==> src/hw/rtl/nja_pkg.sv <==
// ----------------------------------------------------------------------------
// nja_pkg
// Shared types and constants for the nearest joint assignment block.
// ----------------------------------------------------------------------------
package nja_pkg;

   localparam int MAX_JOINTS = 64;
   localparam int COORD_BITS = 16;
   localparam int ADDR_W     = $clog2(MAX_JOINTS);
   localparam int CNT_W      = $clog2(MAX_JOINTS + 1);
   localparam int CSR_W      = 7;
   localparam int ID_W       = 8;
   localparam int MAG_W      = COORD_BITS;
   localparam int SQ_W       = 2 * COORD_BITS;
   localparam int DIST_W     = SQ_W + 2;

   localparam logic REQ_LOAD  = 1'b0;
   localparam logic REQ_QUERY = 1'b1;

   typedef struct packed {
      logic                         req_type;
      logic [ADDR_W-1:0]            joint_slot;
      logic [ID_W-1:0]              joint_id;
      logic                         joint_is_root;
      logic signed [COORD_BITS-1:0] x_coord;
      logic signed [COORD_BITS-1:0] y_coord;
      logic signed [COORD_BITS-1:0] z_coord;
   } req_word_type;

   typedef struct packed {
      logic [ID_W-1:0] nearest_joint_id;
      logic            found;
   } rsp_word_type;

   typedef struct packed {
      logic signed [COORD_BITS-1:0] x_coord;
      logic signed [COORD_BITS-1:0] y_coord;
      logic signed [COORD_BITS-1:0] z_coord;
   } point_type;

   typedef struct packed {
      point_type       pos;
      logic [ID_W-1:0] id;
      logic            root;
   } entry_type;

   typedef struct packed {
      logic              wr_en;
      logic [ADDR_W-1:0] wr_addr;
      entry_type         wr_data;
      logic [ADDR_W-1:0] rd_addr;
   } tbl_ctl_type;

   typedef struct packed {
      logic valid;
      logic last;
   } tag_type;

   typedef struct packed {
      logic              valid;
      logic              last;
      logic              root;
      logic [ID_W-1:0]   id;
      logic [DIST_W-1:0] sq_dist;
   } dist_out_type;

   typedef enum logic [1:0] {
      ST_IDLE,
      ST_SCAN,
      ST_DRAIN,
      ST_DONE
   } state_type;

endpackage

==> src/hw/rtl/nja_table.sv <==
// ----------------------------------------------------------------------------
// nja_table
// Joint table: one write port, one read port, registered read data.
// ----------------------------------------------------------------------------
module nja_table (
   input  logic                clock,
   input  nja_pkg::tbl_ctl_type ctl,
   output nja_pkg::entry_type   rd_data
);
   import nja_pkg::*;

   entry_type mem [MAX_JOINTS];
   entry_type rd_data_ff;

   always_ff @(posedge clock) begin
      if (ctl.wr_en) begin
         mem[ctl.wr_addr] <= ctl.wr_data;
      end
   end

   always_ff @(posedge clock) begin
      rd_data_ff <= mem[ctl.rd_addr];
   end

   assign rd_data = rd_data_ff;

endmodule

==> config.mk <==
export PLATFORM = sky130hd
export DESIGN_NAME = nja_table
export DESIGN_NICKNAME = d
export VERILOG_FILES = /design/src/hw/rtl/nja_pkg.sv /design/src/hw/rtl/nja_table.sv
export SDC_FILE = /design/constraint.sdc
export NUM_CORES = 2
export LEC_CHECK = 0
export BUFFER_PORTS_ARGS = -buffer_cell sky130_fd_sc_hd__buf_2
export CAP_MARGIN = 5
export CORE_MARGIN = 4
export CORE_UTILIZATION = 35
export DETAILED_ROUTE_END_ITERATION = 8
export SLEW_MARGIN = 5
export SYNTH_ARGS = -nofsm -noshare
export SYNTH_HDL_FRONTEND = slang
export SYNTH_SLANG_ARGS = --single-unit
==> constraint.sdc <==
create_clock -name clock -period 5.5 [get_ports clock]
set_input_delay 0.275 -clock clock [delete_from_list [all_inputs] [get_ports clock]]
set_output_delay 0.275 -clock clock [all_outputs]
set_load 0.03 [all_outputs]
## After elaboration in Yosys (flattened, before gate mapping)

Memories as Yosys holds them, arrays and structs flattened. A register that Yosys moved wholly into a read port is not among the register bits.
Cells that the tools add are included.

| cells by class | value |
|---|---|
| mux-type cells | 2 |

Operators with widths:

| kind | count |
|---|---|
| $mux W1 | 2 |

| storage, ports and cells | value |
|---|---|
| RAM bits | 3,648 |
| output and inout bits | 57 |
| register bits after elaboration | 0 |
| memories kept | 1 |

Memory list:

| memory | depth | bits a word | rd ports | clocked after Yosys merged registers in | wr ports | RTL line | text |
|---|---|---|---|---|---|---|---|
| mem | 64 | 57 | 1 | 1 | 1 | nja_table.sv:12 | `entry_type mem [MAX_JOINTS];` |

## Logic depth before layout (Yosys ltp)

| depth | value |
|---|---|
| depth in word-level cells | 2 |
| mapped depth | 10 |
| gate-level depth less buffers | 5 |

## Worst setup path after synthesis

No wires, ideal clock.

| timing path | value |
|---|---|
| kind | in2reg |
| from | input port ctl[66] in the netlist's numbering |
| to | memory mem[48][0] in the netlist's numbering (enable) |
| arrival | 4.677 ns |
| stages | 4 |
| data required time | 4.958 ns |
| path slack | 0.281 ns |
| path through | clkbuf_1 -> nor2b_1 -> nand4b_1 -> nor3_1 |

RTL lines:

| what | RTL line | text |
|---|---|---|
| start: declaration | nja_table.sv:7 | `input nja_pkg::tbl_ctl_type ctl,` |
| end: declaration | nja_table.sv:12 |  |

Straight into the memory's write port.

## Worst setup path in the final report

| timing path | value |
|---|---|
| from | input port ctl[65] in the netlist's numbering |
| to | memory mem[39][45] in the netlist's numbering (enable) |

Straight into the memory's write port.

==> results.py <==
metrics = {
    "sta": {
        "tns_ns": 0,
        "finalCritPeriodShare": 0.595,
        "final_max_slew_viol_count": 0,
        "worstMarginPinSlew_ns": 1.25,
        "skew_ns": 0.0473,
        "relSlewSlack": 0.165,
        "hold_viol": 0,
        "final-setup-viol-count": 0,
        "fin_crit_ns": 3.27,
        "rsz0062_at_grt": "false",
        "fmax_mhz": 306,
    },
    "yosys": {
        "avgSynthCellArea_um2": 24.2,
        "synth_compound_area_frac": 0.0155,
        "synth-seq-area-share": 0.793,
        "synthesis.nets": 5831,
        "synth_xor_area_frac": 0,
        "ys_types": 37,
        "ys_warn_count": 0,
        "synth_top_area_frac": 0.785,
        "synth-seq-cells": 3705,
        "synthesis.area_um2": 140000,
        "synth_top_family_by_area": "multiplexers",
        "synthTopCellsByArea": "edfxtp_1 (79%), mux4_2 (16%), dfxtp_1 (0.82%)",
        "syn-instance-count": 5760,
        "synthAdderAreaFrac": 0,
        "synth-simple-area-share": 0.00858,
        "yosys.area.top_type": "edfxtp_1",
        "yosys-mux-area-fraction": 0.171,
    },
    "power_and_ir_drop": {
        "p_int_mw": 47.1,
        "ir_drop_mv": 0.299,
        "leakage_nw": 49.1,
        "power.switching_mw": 12.7,
        "seqPwrFrac": 0.526,
        "p_comb_frac": 0.047,
        "pwr-share-clk": 0.427,
        "p_total_mw": 59.7,
        "power_density_nw_per_um2": 373,
        "power.share.switching": 0.212,
    },
    "route": {
        "drt_wl_total_mm": 374,
        "remaining_drc_errors": 0,
        "ant_nets": 0,
        "via_count": 65729,
        "wire_per_inst_um": 31.9,
        "dr.pass1.iters": 5,
        "vias_per_cell": 5.61,
        "drtIter0Drc": 8407,
    },
    "grt": {
        "grt_antenna_before_repair": 35,
        "grt_pass1_wl_mm": 526,
        "grt_max_degree": 95,
        "grt_use_total": 0.180,
        "overflow": 0,
        "grt_pass1_vias": 66426,
    },
    "clock_tree": {
        "cts_sinks": 3705,
        "cts_resized": 0,
        "path_clk_slew_ns": 0.06,
        "cts-root-buf": "clkbuf_16",
        "cts.path.max_buffers": 4,
        "cts_buffers": 375,
        "cts-htree-levels": 5,
        "clk_latency_ns": 0.94,
        "cts_tree": "yes",
    },
    "cells_and_area": {
        "multiInputGateArea_um2": 27700,
        "final_cells": 11724,
        "seqCellArea_um2": 111000,
        "layout.nets": 6225,
        "area_growth_pct": 14.9,
        "drive_above_1_share": 0.309,
        "nFillCells": 34203,
    },
    "worst_setup_path": {
        "reg2reg_from": "mem[31][4]",
        "worstSetupEndpointType": "flop",
        "cpMaxStageDelayCell": "nor2_4",
        "critPathMaxStageDelay_ns": 1.19,
        "cp.arrival_ns": 3.80,
        "path_cells": "dlygate4sd3_1 > buf_2 > nand4_1 > nor2_4 > buf_4",
        "crit_type": "in -> reg",
        "path_delay_family": "simple AND/OR/NAND/NOR gates",
        "cp_num_buf_inv": 3,
        "required_ns": 6.03,
        "r2r_setup_slack_ns": 3.17,
        "path_max_fanout": 24,
        "startpoint": "ctl[65]",
        "worstSetupStartpointType": "input pin",
    },
    "die": {
        "fp.dieArea_um2": 409000,
        "rows": 231,
        "io_pins": 128,
        "die_w_um": 639,
        "start_util": 0.352,
        "chipHeight_um": 639,
        "coreArea_um2": 397000,
    },
    "flow_run": {
        "drv_cap": 0,
    },
    "min_path": {
        "min_from": "ctl[60]",
        "hold_class": "in -> reg",
    },
    "placed_design": {
        "hpwlAfterDp_mm": 204,
        "gp_congestion": 0.768,
        "portBuffers": 127,
        "dp.cells": 11012,
    },
    "outcome": {
        "status": "completed",
    },
}
Yosys cell counts:
library cell     n
nor3_1           9
clkbuf_1       135
or2_0            1
a221oi_1         2
nand2b_1        11
o221a_2          6
or3b_2           2
mux4_2         998
dfxtp_1         57
nand4b_1         1
o22a_1          19
nand3b_1         2
mux2i_1         87
buf_1           34
edfxtp_1      3648
nor2_1         141
buf_2           65
clkbuf_4         1
o221ai_1        25
nor2b_1          8
a21oi_1         38
mux2_2          42
inv_2            1
a211o_1         12
or2_2            3
or3_1            3
nand4_1          2
buf_4           55
nand3_1         20
a31oi_1         28
and2_1           2
o22ai_1        171
o21ai_1          1
buf_6           25
nand2_1         76
or3b_1           1
o21ai_0         28
per-stage QoR:
step                instance area [µm²]  hold slack, ns  worst slack (ns)   util
floorplan                        140000           0.374             0.281      -
global placement                 148000           0.738              1.86  0.373
detailed placement               148000           0.729              1.90  0.373
CTS                              160000         0.00403              2.33  0.404
global route                     160000          0.0799              2.22  0.404
finish                           160000          0.0758              2.23  0.404
layer usage:
layer  vias up  part of all wire  global-route usage
met1     36392              0.41               0.253
met2      2976              0.49               0.293
met5         -           0.00031                   0
met4        18             0.030              0.0497
li1      25740                 -                   -
met3       603             0.077              0.0294
cells by family (layout without fill, tap and decap cells):
logic type             count (synthesis)  in the layout
and+or+nand+nor                      282            282
AOI/OAI and AO/OA                    330            330
DFF                                 3705           3705
buffers and inverters                316           1028
other                                  0             10
muxes                               1127           1127
area by class of cell:
| type | instances | share of cell area |
|---|---|---|
| well taps | 5242 | 0.0409 |
| multi-input cells | 1739 | 0.173 |
| clock buffers | 477 | 0.0630 |
| inverters | 1 | 0.0000547 |
| repair buffers | 332 | 0.0183 |
| clock inverters | 218 | 0.0141 |
| diodes | 10 | 0.000156 |
| flip-flops and latches | 3705 | 0.691 |
power by group through the flow:
| stage | clock (mW) | combinational (mW) | sequential (mW) |
|---|---|---|---|
| global placement | 0 | 2.80 | 32.0 |
| global route | 27.2 | 2.98 | 31.4 |
| finish | 25.5 | 2.81 | 31.4 |
| detailed placement | 0 | 2.84 | 32.0 |
| floorplan | 0 | 1.52 | 32.0 |
| CTS | 25.9 | 2.85 | 31.4 |
cells in the final DEF (no fill, tap or decap), drive strengths merged:
master       instances
bufinv              37
nand3               20
a221oi               2
nor2               141
clkinv             150
o221a                6
dfxtp               57
nand4b               1
or2                  4
mux2                42
or3b                 3
mux4               998
inv                  7
edfxtp            3648
clkinvlp            25
nor2b                8
nor3                 9
diode               10
o221ai              25
or3                  3
nand2               76
a31oi               28
nand3b               2
a211o               12
a21oi               38
clkbuf             477
o22ai              171
mux2i               87
o21ai               29
nand2b              11
buf                325
o22a                19
dlygate4sd3          7
and2                 2
nand4                2
flip-flops by register name, summed over array words and instances (netlist names):
| signal | count |
|---|---|
| mem | 3648 |
| rd_data | 57 |
repair_timing:
item / 4_1_cts / 5_1_grt
endpoints found under the hold margin: 205 / 0
hold buffers: 7 / 0
buffers inserted: 0 / 0
path summary, 6_finish.rpt:
kind	to	depth (start not counted)
setup / recovery	mem[39][45]	5
hold / removal	mem[42][54]	1
setup reg to reg	rd_data[4]	4
hold reg to reg	rd_data[40]	4
Note: power is estimated with default switching activity, not from simulation.
