<file path="src/hw/rtl/nja_pkg.sv">
// ----------------------------------------------------------------------------
// nja_pkg
// Shared types and constants for the nearest joint assignment block.
// ----------------------------------------------------------------------------
package nja_pkg;

   localparam int MAX_JOINTS = 64;
   localparam int COORD_BITS = 16;
   localparam int ADDR_W     = $clog2(MAX_JOINTS);
   localparam int CNT_W      = $clog2(MAX_JOINTS + 1);
   localparam int CSR_W      = 7;
   localparam int ID_W       = 8;
   localparam int MAG_W      = COORD_BITS;
   localparam int SQ_W       = 2 * COORD_BITS;
   localparam int DIST_W     = SQ_W + 2;

   localparam logic REQ_LOAD  = 1'b0;
   localparam logic REQ_QUERY = 1'b1;

   typedef struct packed {
      logic                         req_type;
      logic [ADDR_W-1:0]            joint_slot;
      logic [ID_W-1:0]              joint_id;
      logic                         joint_is_root;
      logic signed [COORD_BITS-1:0] x_coord;
      logic signed [COORD_BITS-1:0] y_coord;
      logic signed [COORD_BITS-1:0] z_coord;
   } req_word_type;

   typedef struct packed {
      logic [ID_W-1:0] nearest_joint_id;
      logic            found;
   } rsp_word_type;

   typedef struct packed {
      logic signed [COORD_BITS-1:0] x_coord;
      logic signed [COORD_BITS-1:0] y_coord;
      logic signed [COORD_BITS-1:0] z_coord;
   } point_type;

   typedef struct packed {
      point_type       pos;
      logic [ID_W-1:0] id;
      logic            root;
   } entry_type;

   typedef struct packed {
      logic              wr_en;
      logic [ADDR_W-1:0] wr_addr;
      entry_type         wr_data;
      logic [ADDR_W-1:0] rd_addr;
   } tbl_ctl_type;

   typedef struct packed {
      logic valid;
      logic last;
   } tag_type;

   typedef struct packed {
      logic              valid;
      logic              last;
      logic              root;
      logic [ID_W-1:0]   id;
      logic [DIST_W-1:0] sq_dist;
   } dist_out_type;

   typedef enum logic [1:0] {
      ST_IDLE,
      ST_SCAN,
      ST_DRAIN,
      ST_DONE
   } state_type;

endpackage

</file>
<file path="src/hw/rtl/nja_dist.sv">
// ----------------------------------------------------------------------------
// nja_dist
// Three-stage squared distance pipe: abs differences, squares, sum.
// ----------------------------------------------------------------------------
module nja_dist (
   input  logic                  clock,
   input  logic                  reset,
   input  nja_pkg::tag_type      tag,
   input  nja_pkg::entry_type    entry,
   input  nja_pkg::point_type    vtx,
   output nja_pkg::dist_out_type dout
);
   import nja_pkg::*;

   function automatic logic [MAG_W-1:0] abs_diff(
      input logic signed [COORD_BITS-1:0] a,
      input logic signed [COORD_BITS-1:0] b
   );
      logic signed [COORD_BITS:0] d;
      logic signed [COORD_BITS:0] m;
      d = {a[COORD_BITS-1], a} - {b[COORD_BITS-1], b};
      m = d[COORD_BITS] ? -d : d;
      return m[MAG_W-1:0];
   endfunction

   tag_type           tag1_ff, tag2_ff, tag3_ff;
   logic              root1_ff, root2_ff, root3_ff;
   logic [ID_W-1:0]   id1_ff, id2_ff, id3_ff;
   logic [MAG_W-1:0]  mx_ff, my_ff, mz_ff;
   logic [SQ_W-1:0]   sx_ff, sy_ff, sz_ff;
   logic [DIST_W-1:0] sum_ff;

   always_ff @(posedge clock) begin
      if (reset) begin
         tag1_ff <= '0;
         tag2_ff <= '0;
         tag3_ff <= '0;
      end else begin
         tag1_ff <= tag;
         tag2_ff <= tag1_ff;
         tag3_ff <= tag2_ff;
      end
   end

   always_ff @(posedge clock) begin
      root1_ff <= entry.root;
      id1_ff   <= entry.id;
      mx_ff    <= abs_diff(entry.pos.x_coord, vtx.x_coord);
      my_ff    <= abs_diff(entry.pos.y_coord, vtx.y_coord);
      mz_ff    <= abs_diff(entry.pos.z_coord, vtx.z_coord);

      root2_ff <= root1_ff;
      id2_ff   <= id1_ff;
      sx_ff    <= mx_ff * mx_ff;
      sy_ff    <= my_ff * my_ff;
      sz_ff    <= mz_ff * mz_ff;

      root3_ff <= root2_ff;
      id3_ff   <= id2_ff;
      sum_ff   <= DIST_W'(sx_ff) + DIST_W'(sy_ff) + DIST_W'(sz_ff);
   end

   assign dout.valid   = tag3_ff.valid;
   assign dout.last    = tag3_ff.last;
   assign dout.root    = root3_ff;
   assign dout.id      = id3_ff;
   assign dout.sq_dist = sum_ff;

endmodule
</file>
<file path="config.mk">
export PLATFORM = sky130hd
export DESIGN_NAME = nja_dist
export DESIGN_NICKNAME = d
export VERILOG_FILES = /design/src/hw/rtl/nja_pkg.sv /design/src/hw/rtl/nja_dist.sv
export SDC_FILE = /design/constraint.sdc
export NUM_CORES = 2
export LEC_CHECK = 0
export ABC_AREA = 1
export ABC_CLOCK_PERIOD_IN_PS = 6400
export BUFFER_PORTS_ARGS = -buffer_cell sky130_fd_sc_hd__buf_2
export CAP_MARGIN = 20
export CORE_UTILIZATION = 60
export CTS_CLUSTER_SIZE = 40
export DETAILED_ROUTE_END_ITERATION = 8
export HOLD_SLACK_MARGIN = 0.02
export PLACE_DENSITY = 0.8
export SLEW_MARGIN = 20
export SYNTH_ARGS = -nofsm -noshare
export SYNTH_HDL_FRONTEND = slang
export SYNTH_SLANG_ARGS = --single-unit
</file>
<file path="constraint.sdc">
create_clock -name clock -period 6.4 [get_ports clock]
set_input_delay 1.28 -clock clock [delete_from_list [all_inputs] [get_ports clock]]
set_output_delay 1.28 -clock clock [all_outputs]
set_load 0.02 [all_outputs]
</file>
; After elaboration in Yosys (flattened, before gate mapping)
; Cells that the tools add are included.
[word_totals]
output_inout_bits = 45
n_memories = 0
ramBits = 0
romBits = 0
elab_cells = 33
latch_bits = 0
input_bits = 109
ff_bits = 211
[classes]
n_mul = 3
div = 0
eq_ne = 0
shifts = 0
n_reduce_logical = 0
addsub = 8
mux = 3
n_lt_le_gt_ge = 0
n_bitwise = 0
[ops]
columns = operator, n
row1 = $mul A16 B16 Y32, 3
row2 = $sub A16 B16 Y17, 3
row3 = $mux W16, 3
row4 = $neg A16 Y16, 3
row5 = $add A33 B32 Y34, 1
row6 = $add A32 B32 Y33, 1

; Depth between registers and ports, before layout
[logic_depth]
word_depth = 3
mapped_depth = 28

; Worst setup path before layout
; OpenSTA, ideal clock, no wires.
[synth_path]
kind = register to register
startpoint = register mx_ff[13]
endpoint = register sx_ff[29]
path_slack_ns = 0.897
arrival_time_ns = 5.391
period_less_slack_ns = 5.503
setup_ns = 0.112
path_stages_with_launch = 24
required_ns = 6.288
path_buffers = 2
path_cell_list = dfxtp_1 -> clkbuf_1 -> buf_1 -> nand2_1 -> fa_1 -> fa_1 -> inv_1 -> fa_1 -> fa_1 -> fa_1 -> inv_1 -> fa_1 -> inv_1 -> ha_1 -> nand2_1 -> inv_1 -> nand3_1 -> nor3_1 -> nand4_1 -> nand3_1 -> a21o_1 -> nand2_1 -> nand3_1 -> nand2_1
[synth_between]
elab_chain_len = 1
[synth_lines]
columns = item, line_no
row1 = "start, declared", nja_dist.sv:29  ; logic [MAG_W-1:0] mx_ff, my_ff, mz_ff;
row2 = "start signal, assigned", nja_dist.sv:48  ; mx_ff <= abs_diff(entry.pos.x_coord, vtx.x_coord);
row3 = $mul A16 B16 Y32, nja_dist.sv:54  ; sx_ff <= mx_ff * mx_ff;
row4 = "end signal, assigned", nja_dist.sv:54
row5 = "end, declared", nja_dist.sv:30  ; logic [SQ_W-1:0] sx_ff, sy_ff, sz_ff;
; No other way between the ends.
; A chain may end at the register's enable or synchronous reset.

; Worst setup path in the final report
[layout_path]
startpoint = register my_ff[3]
endpoint = register sy_ff[24]
[layout_between]
elab_chain_len = 1
[layout_lines]
columns = item, line_no
row1 = "start, declared", nja_dist.sv:29
row2 = "start signal, assigned", nja_dist.sv:49  ; my_ff <= abs_diff(entry.pos.y_coord, vtx.y_coord);
row3 = $mul A16 B16 Y32, nja_dist.sv:55  ; sy_ff <= my_ff * my_ff;
row4 = "end signal, assigned", nja_dist.sv:55
row5 = "end, declared", nja_dist.sv:30
; No other way between the ends.

==> flow_metrics.tcl <==
set metrics [dict create \
    status "finished, final reports clean" \
    clock_skew_ns 0.0303 \
    whs_path_depth 0 \
    dieArea_um2 55000 \
    core_area_um2 53000 \
    worstPathArrival_ns 6.43 \
    post-route-min-period_ns 5.97 \
    numCtsBuffers 26 \
    overflow 0 \
    viasPerCell 5.14 \
    wl_met1_mm 30.0 \
    finalHoldViolCount 0 \
    die_w_um 235 \
    avgSynthCellArea_um2 7.96 \
    grt_max_degree 19 \
    ys_types 43 \
    crit_family "adder cells" \
    ys_seq_area_frac 0.128 \
    pin_count 154 \
    max_freq_ghz 0.167 \
    fp.dieH_um 235 \
    grt_use_total 0.264 \
    synth_seq_cells 208 \
    rsz0062_at_grt "no" \
    drtAntennaViolNets 0 \
    cp.depth 18 \
    tritoncts "done" \
    initial_core_util 0.613 \
    area_growth_pct 6.94 \
    yosysWarnings 0 \
    timing.rr.start "my_ff[3]$_DFF_P_" \
    slowest_stage "dfxtp_1" \
    netlist_instances 4081 \
    tns_ns 0 \
    min_period_over_period 0.933 \
    whs_endpoint "id3_ff[4]$_DFF_P_" \
    dp_hpwl_mm 60.1 \
    critPathMaxStageDelay_ns 0.79 \
    drcViolationCount 0 \
    antenna_found_initial 0 \
    cp_max_fo 16 \
    reg2regPathDepth 18 \
    path_class "reg2reg" \
    rr_endpoint "sy_ff[24]$_DFF_P_" \
    drv_slew 0 \
    hold_buffers 0 \
    cts_setup_buffers 0 \
    crit_path_end_kind "flop" \
    met2WireLength_mm 34.0 \
    maxSlewHeadroom 0.485 \
    cts_buffer_depth 3 \
    dr.pass1.iters 5 \
    post_drt_wl_per_cell_um 14.2 \
    netlist_area_um2 32500 \
    hold_start "id2_ff[4]$_DFF_P_" \
    cp_num_buf_inv 4 \
    vias 25200 \
    cp_cell_sequence "nand2_1, fa_1, fa_1, inv_1, fa_1, fa_1, fa_1, inv_1, fa_1, inv_1, ha_1, a21oi_1, o21ai_0, a21oi_1, a21boi_0, inv_1, a21oi_1, xnor2_1" \
    routed_wl_mm 69.6 \
    clk_latency_ns 0.56 \
    antennaDiodeCount 0 \
    grt_pass1_vias 26300 \
    setup_viol 0 \
    cts_resized 0 \
    clk_pin_slew_ns 0.06 \
    wl_met3_mm 3.78 \
    crit_path_start_kind "flop" \
    top_layer_used "met4" \
    drtIter0Drc 1701 \
    ys_top_cells_by_area "fa_1, ha_1, dfxtp_1, inv_1, nand2_1" \
    cts_sinks 208 \
    worst_pin_slew_ns 0.772 \
    synth_largest_area_cell "fa_1" \
    row_count 84 \
    maxCapViolCount 0 \
    io_buffers 153 \
    clock-root-buffer "clkbuf_16" \
    layout-drive-gt1-share 0.0566 \
    cp_common_cell "fa_1" \
    cts-htree-levels 1 \
    rrSetupSlack_ns 0.43 \
    grt_pass1_wl_mm 121 \
    place_congestion 0.941 \
    yosysTopAreaCellShare 0.321 \
    fin_nets 5199 \
    cp.required_ns 6.86 \
    hp-class "reg2reg" \
]
-- logic make-up (layout without fill, tap and decap cells) --
group,count (synthesis),count (layout),synth area share
xor+xnor,194,194,0.0530
flops,208,208,0.128
buf+inv,1199,1321,0.139
simple gates,1243,1243,0.153
fa+ha+maj,904,904,0.469
compound gates,332,332,0.0568
other cells,1,3,0.000116
-- per-layer routing --
layer	global-route usage	up-vias
li1	-	12300
met1	0.344	12100
met2	0.465	696
met3	0.0281	113
met4	0.0746	0
met5	0	-
-- per-stage QoR --
step                      utilization  hold WS (ns)  std cells  setup slack (ns)  instance area, um2
final                           0.655         0.325       4893             0.428               34700
after global routing            0.655         0.334       4893             0.110               34700
after floorplan                     -         0.310       4083             0.897               32500
after detailed placement        0.639         0.314       4846             0.533               33800
after CTS                       0.655         0.328       4893             0.517               34700
after global placement          0.639         0.311       4846             0.668               33800
-- worst register-to-register path, stage by stage (launching register included) --
cell and delay, ns:
dfxtp_1 0.79, nand2_1 0.25, fa_1 0.56, fa_1 0.55, inv_1 0.06, fa_1 0.49
fa_1 0.45, fa_1 0.51, inv_1 0.05, fa_1 0.47, inv_1 0.04, ha_1 0.32
a21oi_1 0.26, o21ai_0 0.21, a21oi_1 0.21, a21boi_0 0.30, inv_1 0.08, a21oi_1 0.16
xnor2_1 0.14
-- placed cells by master (no fill, tap or decap), types with 4 or more instances in the layout --
cell	netlist	routed
a21boi_0	5	5
a21o_1	14	14
a21oi_1	171	171
a31oi_1	17	17
buf_2	0	153
buf_4	1	14
clkbuf_1	87	4
clkbuf_16	0	27
clkbuf_8	0	4
clkinv_4	0	4
dfxtp_1	208	208
fa_1	521	521
ha_1	383	383
inv_1	1107	1107
nand2_1	861	861
nand2_2	6	6
nand3_1	111	111
nand3b_1	5	5
nand4_1	18	18
nor2_1	193	193
nor3_1	30	30
nor4_1	5	5
o21a_1	8	8
o21ai_0	81	81
o21ai_1	6	6
o21bai_1	17	17
or2_2	7	7
xnor2_1	52	52
xor2_1	139	139
-- cells in the mapped netlist, drive strengths merged --
library cell and instances:
nand2 867, xnor2 53, a31o 3, nand3 112, nor3 30, ha 383, conb 1, o2111ai 1
nand3b 6, inv 1107, o21bai 17, o21ai 88, nor2 194, nor4 5, dfxtp 208, fa 521
nor2b 1, a31oi 17, a21boi 5, a21oi 171, nand4 19, or2 7, xor2 141, o211ai 3
clkbuf 87, and2 2, a211oi 1, o221a 3, buf 5, a21o 15, o21a 8
-- worst max path at each step --
stage	from	end	slack, ns
floorplan	mx_ff[13]$_DFF_P_	sx_ff[29]$_DFF_P_	0.90
global placement	mx_ff[12]$_DFF_P_	sx_ff[28]$_DFF_P_	0.67
detailed placement	my_ff[11]$_DFF_P_	sy_ff[24]$_DFF_P_	0.53
CTS	my_ff[3]$_DFF_P_	sy_ff[24]$_DFF_P_	0.52
global route	mx_ff[1]$_DFF_P_	sx_ff[29]$_DFF_P_	0.11
finish	my_ff[3]$_DFF_P_	sy_ff[24]$_DFF_P_	0.43
-- final cells by class --
cell class / count / area [um2]
clock buffer: 35 / 746
clock inverter: 12 / 141
fill: 4503 / 18300
inverter: 1107 / 4160
multi-input combinational: 2676 / 23800
sequential: 208 / 4160
tap: 688 / 861
timing repair buffer: 167 / 871
-- registers in the layout, indices dropped and copies added, names as in the netlist --
| register | cells |
|---|---|
| tag1_ff | 2 |
| mz_ff | 16 |
| sum_ff | 34 |
| id2_ff | 8 |
| root3_ff | 1 |
| sy_ff | 31 |
| root1_ff | 1 |
| root2_ff | 1 |
| sx_ff | 31 |
| sz_ff | 31 |
| id3_ff | 8 |
| dout | 2 |
| mx_ff | 16 |
| id1_ff | 8 |
| tag2_ff | 2 |
| my_ff | 16 |
Power is not shown: default switching activity piles up to over one toggle a cycle in this logic, so the estimate is an artifact.
